$ cat src/rtl/oat_pkg.sv
// ----------------------------------------------------------------------------
// oat_pkg
// shared types and codes for the ordered array table
// ----------------------------------------------------------------------------
package oat_pkg;

    // default table depth
    localparam int DEPTH_DEF = 64;

    // field widths
    localparam int KIND_W    = 3;
    localparam int POS_W     = 7;
    localparam int WORD_W    = 32;
    localparam int STATUS_W  = 2;
    localparam int ENTRIES_W = 7;

    // operation codes
    localparam logic [KIND_W-1:0] K_ADD_FRONT = 3'd0;
    localparam logic [KIND_W-1:0] K_ADD_BACK  = 3'd1;
    localparam logic [KIND_W-1:0] K_INSERT    = 3'd2;
    localparam logic [KIND_W-1:0] K_REM_FRONT = 3'd3;
    localparam logic [KIND_W-1:0] K_REM_BACK  = 3'd4;
    localparam logic [KIND_W-1:0] K_SEARCH    = 3'd5;

    // status codes
    localparam logic [STATUS_W-1:0] ST_OK    = 2'd0;
    localparam logic [STATUS_W-1:0] ST_FULL  = 2'd1;
    localparam logic [STATUS_W-1:0] ST_EMPTY = 2'd2;
    localparam logic [STATUS_W-1:0] ST_RANGE = 2'd3;

    // finished result handed from the sequencer to the output register
    typedef struct packed {
        logic                 valid;
        logic                 found;
        logic [STATUS_W-1:0]  status;
        logic [ENTRIES_W-1:0] entries;
    } res_t;

endpackage

$ cat src/rtl/oat_ram.sv
// ----------------------------------------------------------------------------
// oat_ram
// generic simple dual-port ram, one write and one registered read a cycle
// ----------------------------------------------------------------------------
module oat_ram #(
    parameter int WIDTH = 32,
    parameter int DEPTH = 64,
    localparam int AW   = (DEPTH > 1) ? $clog2(DEPTH) : 1
) (
    input  logic             aclk,
    input  logic             wr_en,
    input  logic [AW-1:0]    wr_addr,
    input  logic [WIDTH-1:0] wr_data,
    input  logic [AW-1:0]    rd_addr,
    output logic [WIDTH-1:0] rd_data
);

    logic [WIDTH-1:0] mem [DEPTH];

    // write port
    always_ff @(posedge aclk) begin
        if (wr_en) begin
            mem[wr_addr] <= wr_data;
        end
    end

    // registered read port
    always_ff @(posedge aclk) begin
        rd_data <= mem[rd_addr];
    end

endmodule

$ cat src/rtl/oat_ctrl.sv
// ----------------------------------------------------------------------------
// oat_ctrl
// sequencer for the table: decodes a word, walks the ram one entry a cycle
// ----------------------------------------------------------------------------
module oat_ctrl #(
    parameter int DEPTH = oat_pkg::DEPTH_DEF,
    localparam int AW   = $clog2(DEPTH),
    localparam int CW   = $clog2(DEPTH + 1)
) (
    input  logic                             aclk,
    input  logic                             aresetn,
    input  logic                             in_valid,
    output logic                             in_ready,
    input  logic [oat_pkg::KIND_W-1:0]       in_kind,
    input  logic [oat_pkg::POS_W-1:0]        in_pos,
    input  logic signed [oat_pkg::WORD_W-1:0] in_word,
    output oat_pkg::res_t                    res,
    input  logic                             res_ready,
    output logic [CW-1:0]                    cnt,
    output logic                             ram_we,
    output logic [AW-1:0]                    ram_waddr,
    output logic [oat_pkg::WORD_W-1:0]       ram_wdata,
    output logic [AW-1:0]                    ram_raddr,
    input  logic [oat_pkg::WORD_W-1:0]       ram_rdata
);

    localparam int MW = (CW > oat_pkg::POS_W) ? CW : oat_pkg::POS_W;

    // sequencer states
    localparam logic [2:0] S_IDLE   = 3'd0;
    localparam logic [2:0] S_UP     = 3'd1;
    localparam logic [2:0] S_DOWN   = 3'd2;
    localparam logic [2:0] S_SEARCH = 3'd3;
    localparam logic [2:0] S_WRITE  = 3'd4;
    localparam logic [2:0] S_FIN    = 3'd5;

    logic [2:0]                        state_reg, state_next;
    logic [CW-1:0]                     count_reg, count_next;
    logic [AW-1:0]                     idx_reg, idx_next;
    logic [AW-1:0]                     lim_reg, lim_next;
    logic [AW-1:0]                     wr_reg, wr_next;
    logic                              pend_reg, pend_next;
    logic                              last_reg, last_next;
    logic [oat_pkg::WORD_W-1:0]        word_reg, word_next;
    logic                              found_reg, found_next;
    logic [oat_pkg::STATUS_W-1:0]      status_reg, status_next;

    logic                              full;
    logic                              empty;
    logic                              ins_req;
    logic [AW-1:0]                     ins_at;
    logic [oat_pkg::STATUS_W-1:0]      rej_status;
    logic                              at_lim;
    logic                              match;

    assign full   = (count_reg == CW'(DEPTH));
    assign empty  = (count_reg == '0);
    assign at_lim = (idx_reg == lim_reg);
    assign match  = (ram_rdata == word_reg);

    // insert decode: where the new word goes, or why it is refused
    always_comb begin
        ins_req    = 1'b0;
        ins_at     = '0;
        rej_status = oat_pkg::ST_OK;
        case (in_kind)
            oat_pkg::K_ADD_FRONT: begin
                if (full) rej_status = oat_pkg::ST_FULL;
                else ins_req = 1'b1;
            end
            oat_pkg::K_ADD_BACK: begin
                if (full) begin
                    rej_status = oat_pkg::ST_FULL;
                end else begin
                    ins_req = 1'b1;
                    ins_at  = AW'(count_reg);
                end
            end
            oat_pkg::K_INSERT: begin
                if (MW'(in_pos) > MW'(count_reg)) begin
                    rej_status = oat_pkg::ST_RANGE;
                end else if (full) begin
                    rej_status = oat_pkg::ST_FULL;
                end else begin
                    ins_req = 1'b1;
                    ins_at  = AW'(in_pos);
                end
            end
            default: begin
            end
        endcase
    end

    // sequencer next state and ram control
    always_comb begin
        state_next  = state_reg;
        count_next  = count_reg;
        idx_next    = idx_reg;
        lim_next    = lim_reg;
        wr_next     = wr_reg;
        pend_next   = pend_reg;
        last_next   = last_reg;
        word_next   = word_reg;
        found_next  = found_reg;
        status_next = status_reg;
        ram_we      = 1'b0;
        ram_waddr   = wr_reg;
        ram_wdata   = ram_rdata;
        ram_raddr   = idx_reg;

        case (state_reg)
            S_IDLE: begin
                if (in_valid) begin
                    word_next   = in_word;
                    found_next  = 1'b0;
                    status_next = oat_pkg::ST_OK;
                    pend_next   = 1'b0;
                    last_next   = 1'b0;
                    case (in_kind)
                        oat_pkg::K_ADD_FRONT, oat_pkg::K_ADD_BACK, oat_pkg::K_INSERT: begin
                            if (ins_req) begin
                                lim_next = ins_at;
                                if (ins_at == AW'(count_reg)) begin
                                    state_next = S_WRITE;
                                end else begin
                                    idx_next   = AW'(count_reg - CW'(1));
                                    state_next = S_UP;
                                end
                            end else begin
                                status_next = rej_status;
                                state_next  = S_FIN;
                            end
                        end
                        oat_pkg::K_REM_FRONT: begin
                            if (empty) begin
                                status_next = oat_pkg::ST_EMPTY;
                                state_next  = S_FIN;
                            end else if (count_reg == CW'(1)) begin
                                count_next = count_reg - CW'(1);
                                state_next = S_FIN;
                            end else begin
                                idx_next   = AW'(1);
                                lim_next   = AW'(count_reg - CW'(1));
                                state_next = S_DOWN;
                            end
                        end
                        oat_pkg::K_REM_BACK: begin
                            if (empty) status_next = oat_pkg::ST_EMPTY;
                            else count_next = count_reg - CW'(1);
                            state_next = S_FIN;
                        end
                        oat_pkg::K_SEARCH: begin
                            if (empty) begin
                                state_next = S_FIN;
                            end else begin
                                idx_next   = '0;
                                lim_next   = AW'(count_reg - CW'(1));
                                state_next = S_SEARCH;
                            end
                        end
                        default: begin
                            state_next = S_FIN;
                        end
                    endcase
                end
            end

            // shift up or down: read one entry, write it one place over next cycle
            S_UP, S_DOWN: begin
                ram_we = pend_reg;
                if (!last_reg) begin
                    pend_next = 1'b1;
                    wr_next   = (state_reg == S_UP) ? idx_reg + AW'(1) : idx_reg - AW'(1);
                    if (at_lim) last_next = 1'b1;
                    else idx_next = (state_reg == S_UP) ? idx_reg - AW'(1) : idx_reg + AW'(1);
                end else begin
                    pend_next = 1'b0;
                    if (state_reg == S_UP) begin
                        state_next = S_WRITE;
                    end else begin
                        count_next = count_reg - CW'(1);
                        state_next = S_FIN;
                    end
                end
            end

            // linear search, stops at the first match
            S_SEARCH: begin
                if (pend_reg && match) begin
                    found_next = 1'b1;
                    state_next = S_FIN;
                end else if (last_reg) begin
                    state_next = S_FIN;
                end else begin
                    pend_next = 1'b1;
                    if (at_lim) last_next = 1'b1;
                    else idx_next = idx_reg + AW'(1);
                end
            end

            // store the new word in the gap
            S_WRITE: begin
                ram_we     = 1'b1;
                ram_waddr  = lim_reg;
                ram_wdata  = word_reg;
                count_next = count_reg + CW'(1);
                state_next = S_FIN;
            end

            // hand the result over once the output register is free
            S_FIN: begin
                if (res_ready) state_next = S_IDLE;
            end

            default: begin
                state_next = S_IDLE;
            end
        endcase
    end

    // control registers
    always_ff @(posedge aclk) begin
        if (!aresetn) begin
            state_reg <= S_IDLE;
            count_reg <= '0;
            pend_reg  <= 1'b0;
            last_reg  <= 1'b0;
        end else begin
            state_reg <= state_next;
            count_reg <= count_next;
            pend_reg  <= pend_next;
            last_reg  <= last_next;
        end
    end

    // payload registers
    always_ff @(posedge aclk) begin
        idx_reg    <= idx_next;
        lim_reg    <= lim_next;
        wr_reg     <= wr_next;
        word_reg   <= word_next;
        found_reg  <= found_next;
        status_reg <= status_next;
    end

    assign in_ready    = (state_reg == S_IDLE);
    assign cnt         = count_reg;
    assign res.valid   = (state_reg == S_FIN);
    assign res.found   = found_reg;
    assign res.status  = status_reg;
    assign res.entries = oat_pkg::ENTRIES_W'(count_reg);

endmodule

$ cat src/rtl/ordered_array_table_top.sv
// ----------------------------------------------------------------------------
// ordered_array_table_top
// dense ordered table of signed 32-bit words with add, insert, remove, search
// ----------------------------------------------------------------------------
//  channel  dir  fields (lowest bit up)
//  s_       in   tuser: kind[2:0]; tdata: position[6:0], word[38:7], pad[39]
//  m_       out  tdata: found[0], status[2:1], entries[9:3], pad[15:10]
//
//  one word at a time; an insert below the live count, a front removal and a
//  search take longer the more entries they must pass, set by the sequencer
//  walking the ram one entry a cycle
//  reset clears the live count, the sequencer state and the output valid; the ram is not cleared
//  a result waits in the output register; a new word is taken meanwhile, and
//  the next result is held in the sequencer until that register is free
// ----------------------------------------------------------------------------
module ordered_array_table_top #(
    parameter int DEPTH = oat_pkg::DEPTH_DEF
) (
    input  logic        aclk,
    input  logic        aresetn,
    input  logic        s_tvalid,
    output logic        s_tready,
    input  logic [2:0]  s_tuser,   // kind
    input  logic [39:0] s_tdata,   // position, word, pad
    output logic        m_tvalid,
    input  logic        m_tready,
    output logic [15:0] m_tdata    // found, status, entries, pad
);

    localparam int AW = $clog2(DEPTH);
    localparam int CW = $clog2(DEPTH + 1);

    oat_pkg::res_t               res;
    logic                        res_ready;
    logic [CW-1:0]               cnt;
    logic                        ram_we;
    logic [AW-1:0]               ram_waddr;
    logic [oat_pkg::WORD_W-1:0]  ram_wdata;
    logic [AW-1:0]               ram_raddr;
    logic [oat_pkg::WORD_W-1:0]  ram_rdata;

    logic                        m_tvalid_reg, m_tvalid_next;
    logic [15:0]                 m_tdata_reg, m_tdata_next;

    // sequencer
    oat_ctrl #(
        .DEPTH(DEPTH)
    ) u_ctrl (
        .aclk     (aclk),
        .aresetn  (aresetn),
        .in_valid (s_tvalid),
        .in_ready (s_tready),
        .in_kind  (s_tuser),
        .in_pos   (s_tdata[6:0]),
        .in_word  (s_tdata[38:7]),
        .res      (res),
        .res_ready(res_ready),
        .cnt      (cnt),
        .ram_we   (ram_we),
        .ram_waddr(ram_waddr),
        .ram_wdata(ram_wdata),
        .ram_raddr(ram_raddr),
        .ram_rdata(ram_rdata)
    );

    // table storage
    oat_ram #(
        .WIDTH(oat_pkg::WORD_W),
        .DEPTH(DEPTH)
    ) u_ram (
        .aclk   (aclk),
        .wr_en  (ram_we),
        .wr_addr(ram_waddr),
        .wr_data(ram_wdata),
        .rd_addr(ram_raddr),
        .rd_data(ram_rdata)
    );

    // output register
    assign res_ready = !m_tvalid_reg || m_tready;

    always_comb begin
        m_tvalid_next = m_tvalid_reg;
        m_tdata_next  = m_tdata_reg;
        if (res.valid && res_ready) begin
            m_tvalid_next = 1'b1;
            m_tdata_next  = {6'b0, res.entries, res.status, res.found};
        end else if (m_tready) begin
            m_tvalid_next = 1'b0;
        end
    end

    always_ff @(posedge aclk) begin
        if (!aresetn) begin
            m_tvalid_reg <= 1'b0;
        end else begin
            m_tvalid_reg <= m_tvalid_next;
        end
    end

    always_ff @(posedge aclk) begin
        m_tdata_reg <= m_tdata_next;
    end

    assign m_tvalid = m_tvalid_reg;
    assign m_tdata  = m_tdata_reg;

    // the live count never passes the depth
    a_count_bound: assert property (@(posedge aclk) disable iff (!aresetn)
        cnt <= CW'(DEPTH))
        else $error("live count beyond depth");

    // the count moves by at most one per cycle
    a_count_step: assert property (@(posedge aclk) disable iff (!aresetn)
        $past(aresetn) |-> (cnt == $past(cnt) || cnt == $past(cnt) + CW'(1) ||
                            cnt + CW'(1) == $past(cnt)))
        else $error("live count jumped");

    // an accepted word keeps the input closed on the next cycle
    a_one_at_a_time: assert property (@(posedge aclk) disable iff (!aresetn)
        (s_tvalid && s_tready) |=> !s_tready)
        else $error("second word taken while busy");

    // a match is only ever reported with status ok
    a_found_ok: assert property (@(posedge aclk) disable iff (!aresetn)
        (m_tvalid && m_tdata[0]) |-> (m_tdata[2:1] == oat_pkg::ST_OK))
        else $error("found with a fault status");

endmodule
$ cat config.mk
export PLATFORM = sky130hd
export DESIGN_NAME = ordered_array_table_top
export DESIGN_NICKNAME = d
export VERILOG_FILES = /design/src/rtl/oat_pkg.sv /design/src/rtl/oat_ram.sv /design/src/rtl/oat_ctrl.sv /design/src/rtl/ordered_array_table_top.sv
export SDC_FILE = /design/constraint.sdc
export NUM_CORES = 2
export LEC_CHECK = 0
export BUFFER_PORTS_ARGS = -buffer_cell sky130_fd_sc_hd__buf_2
export CORE_MARGIN = 10
export CORE_UTILIZATION = 49
export CTS_CLUSTER_DIAMETER = 40
export DETAILED_ROUTE_END_ITERATION = 10
export PLACE_DENSITY = 0.78
export SETUP_SLACK_MARGIN = 0.1
export SLEW_MARGIN = 5
export SYNTH_ARGS = -nofsm -noshare
export SYNTH_HDL_FRONTEND = slang
export SYNTH_SLANG_ARGS = --single-unit
export TNS_END_PERCENT = 50
$ cat constraint.sdc
create_clock -name aclk -period 4 [get_ports aclk]
set_clock_uncertainty 0.2 [all_clocks]
set_input_delay 0 -clock aclk [delete_from_list [all_inputs] [get_ports aclk]]
set_output_delay 0 -clock aclk [all_outputs]
set_load 0.005 [all_outputs]
==> summary.txt <==
DR DRC count -> 0
WL/cell -> 30.7 µm
Top delay family on crit path -> simple AND/OR/NAND/NOR gates
DRT antenna net count -> 1
Slowest cell on crit path -> buf_4
Clk Tree Root Cell -> clkbuf_16
Worst Reg-to-Reg Cells -> 9
Reg clk slew, reported paths -> 0.06 ns
Lkg Pwr -> 32.4 nW
CP Launch Type -> register
Synthesized-area fraction occupied by adder cells -> 0.178%
Hold Vio Cnt, Final -> 0
TritonCTS clock tree -> done
GPL Wtd Cong -> 0.942
Die span in x -> 435 µm
Most frequent cells in the layout -> 2111 x edfxtp_1, 421 x mux2i_1, 334 x mux4_2
Max Root-Sink Buffers -> 3
Type of the tightest min-delay check -> input port to register
Routed vias -> 46300
Hold EP -> u_ctrl.status_reg[1]
Port bufs -> 57
Max cap viols -> 0
Via density -> 6.42
Crit. End Element -> register
Most common cell after layout, fill and taps aside -> edfxtp_1
Outcome -> finished with violations
Filler instances -> 11800
Cts bufs inserted -> 226
Die area -> 189000 µm²
Complex-gate fraction of the synthesized area -> 4.61%
Reg2reg start -> u_ctrl.state_reg[2]
Setup TNS -> 0 ns
Synth warnings -> 0
Multiplexer share of the synthesized area -> 14.0%
Measured slew at the worst slew-check pin -> 1.26 ns
Most used cell, CP -> buf_4
Max reg flops -> 2048
Simple-gate area share of the yosys netlist -> 2.75%
Post-route clock period utilization -> 95.0%
Area Growth Syn to Fin -> 16.7%
Failing checks -> antenna violations
Crit path buffers/inverters -> 4
H-tree levels -> 4
Synth Area in XOR/XNOR -> 0.603%
Largest family of logic cells by synthesized area -> multiplexers
CP required -> 4.33 ns
Starting DRC count in detailed routing -> 7145
Largest net degree at the start of global routing -> 92
Top FF cell, synth -> edfxtp_1
Hold Path Depth -> 4
Setup violators final -> 0
First-pass GRT wire length -> 319000 µm
FFs w/ async S/R, synth -> 0%
Setup slack, reg-to-reg -> 0.20 ns
Post-DP Area -> 89600 µm²
DP HPWL -> 123000 µm
R2R Path End -> u_ram.mem[7][21]
CP Cell Sequence -> buf_4, nand2_2, buf_4, nand2_1, nand2_1, nand3_1, buf_4, nor2_4, buf_12
Critical path type -> register to register
Num Clock Sinks -> 2156
Row count -> 152
Layout cells sized above 1 -> 22.7%
Max-slew violation count -> 0
Post-CTS Setup Bufs -> 0
#FFs+latches synth -> 2156
Initial antenna violation count -> 8
RSZ-0062 raised after global routing -> false
Mapped Area -> 84300 µm²
GR Util All Layers -> 23.1%
Drt pass-1 iters -> 8
Maximum vdd ir drop -> 614 µV
Minimum clock period -> 3.80 ns
Max Fclk -> 263 MHz
Synth cell types -> 69
Min-delay src -> s_tuser[1]
Vias in the first global route -> 46600
Die height -> 435 µm
Critical Path AT -> 4.13 ns
Delay of the slowest critical-path stage -> 0.48 ns
Slew headroom -> 15.4%
Worst skew pair latency -> 0.92 ns
Post-Syn Instances -> 4327
Gr ovfl total -> 0
Power Density -> 798 nW/µm²
Mean Syn Cell Area -> 19.5 µm²
Power Total -> 0.0784 W
Post-Layout Inst Area -> 98300 µm²
WHS -> 0.0680 ns
Initial Util -> 49.2%
Fin nets -> 4763
CP max FO -> 33
I/O Pins -> 65
Final wirelength -> 222000 µm
Post-synth EDFFs -> 2111
Post-synthesis sequential area ratio -> 76.3%
CORE AREA -> 171000 µm²
-- worst register-to-register path: stages (launching register included) --
cell,delay [ns]
dfxtp_1,0.32
buf_4,0.21
nand2_2,0.31
buf_4,0.49
nand2_1,0.13
nand2_1,0.19
nand3_1,0.47
buf_4,0.35
nor2_4,0.48
buf_12,0.26
-- layer usage --
metal / track usage, % / wire length (µm) / part of all wire [%]
met5: 0.0252 / 86 / 0.039
met4: 10.7 / 10500 / 4.7
met3: 6.78 / 28500 / 13
met2: 35.9 / 104000 / 47
met1: 30.2 / 78800 / 36
-- area by class of cell --
cell class / instances / area [µm²] / area share [%]
clock inverters: 158 / 1860 / 1.89
repair buffers: 399 / 4140 / 4.21
flip-flops and latches: 2156 / 64300 / 65.4
multi-input cells: 1902 / 19200 / 19.6
inverters: 19 / 78.8 / 0.0802
well taps: 2310 / 2890 / 2.94
clock buffers: 266 / 5830 / 5.92
diodes: 8 / 20.0 / 0.0204
-- synthesized netlist by cell type (4+ instances only) --
cell      number  area (µm²)
o22ai_1       77         482
o21ai_0       47         235
a31oi_1        7        43.8
edfxtp_1    2111       63400
nand2_1      170         638
nor3_1        47         235
xor2_1        38         333
a32oi_1        5        43.8
nand2b_1      13        81.3
and3_1         8        50.1
ha_1          12         150
clkbuf_1     122         458
or2_2          4        25.0
o22a_1         6        52.6
nand4_1        4        25.0
nand3_1       33         165
dfxtp_1       45         901
buf_4         54         405
buf_6          6        67.6
xnor2_1       20         175
nor2_1       201         754
mux4_2       334        7520
inv_1         17        63.8
buf_2         50         250
nor2b_1        9        56.3
nand3b_1      10        75.1
a22oi_1       17         128
mux2i_1      421        4210
o221ai_1     215        1880
buf_1         21        78.8
and2_1         4        25.0
a221o_1        7        70.1
a211oi_1       6        45.0
nor4_1        11        68.8
a21oi_1      127         636
-- power breakdown --
group / leakage, nW / switching (W) / internal [W]
clock: 3.67 / 0.00917 / 0.0120
sequential: 19.4 / 0.000689 / 0.0306
combinational: 9.35 / 0.0176 / 0.00839
-- kinds of logic after synthesis --
logic type	after synthesis
DFF	2156
xor gates and xnor gates	58
muxes	757
and+or+nand+nor	527
AOI/OAI and AO/OA	542
adders and majority gates	12
other	1
buffers and inverters	274
-- through the flow --
| step | instances | setup WS, ns | util (%) |
|---|---|---|---|
| 2_1_floorplan | 4332 | 0.270 | - |
| 3_3_place_gp | 6688 | 0.497 | 52.3 |
| 3_5_place_dp | 6688 | 0.460 | 52.3 |
| 4_1_cts | 7211 | 0.145 | 57.4 |
| 5_1_grt | 7211 | 0.171 | 57.4 |
| 6_report | 7218 | 0.199 | 57.4 |
-- how the worst max path moves through the flow --
stage	slack [ns]	to	startpoint	cells after the start
2_1_floorplan	0.27	u_ram.mem[0][0]	u_ctrl.state_reg[1]	8
3_3_place_gp	0.50	u_ram.mem[57][8]	u_ctrl.state_reg[0]	7
3_5_place_dp	0.46	u_ram.mem[57][8]	u_ctrl.state_reg[0]	7
4_1_cts	0.14	u_ctrl.cnt[6]	u_ctrl.cnt[0]	10
5_1_grt	0.17	u_ctrl.state_reg[0]	u_ctrl.cnt[5]	10
6_report	0.20	u_ram.mem[7][21]	u_ctrl.state_reg[2]	9
-- timing repair --
item / 4_1_cts / 5_1_grt
setup endpoints to repair: 0 / 14
hold endpoints to repair: 112 / 0
resized for setup: 0 / 5
hold buffers: 99 / 0
(Power assumes the default switching activity.)
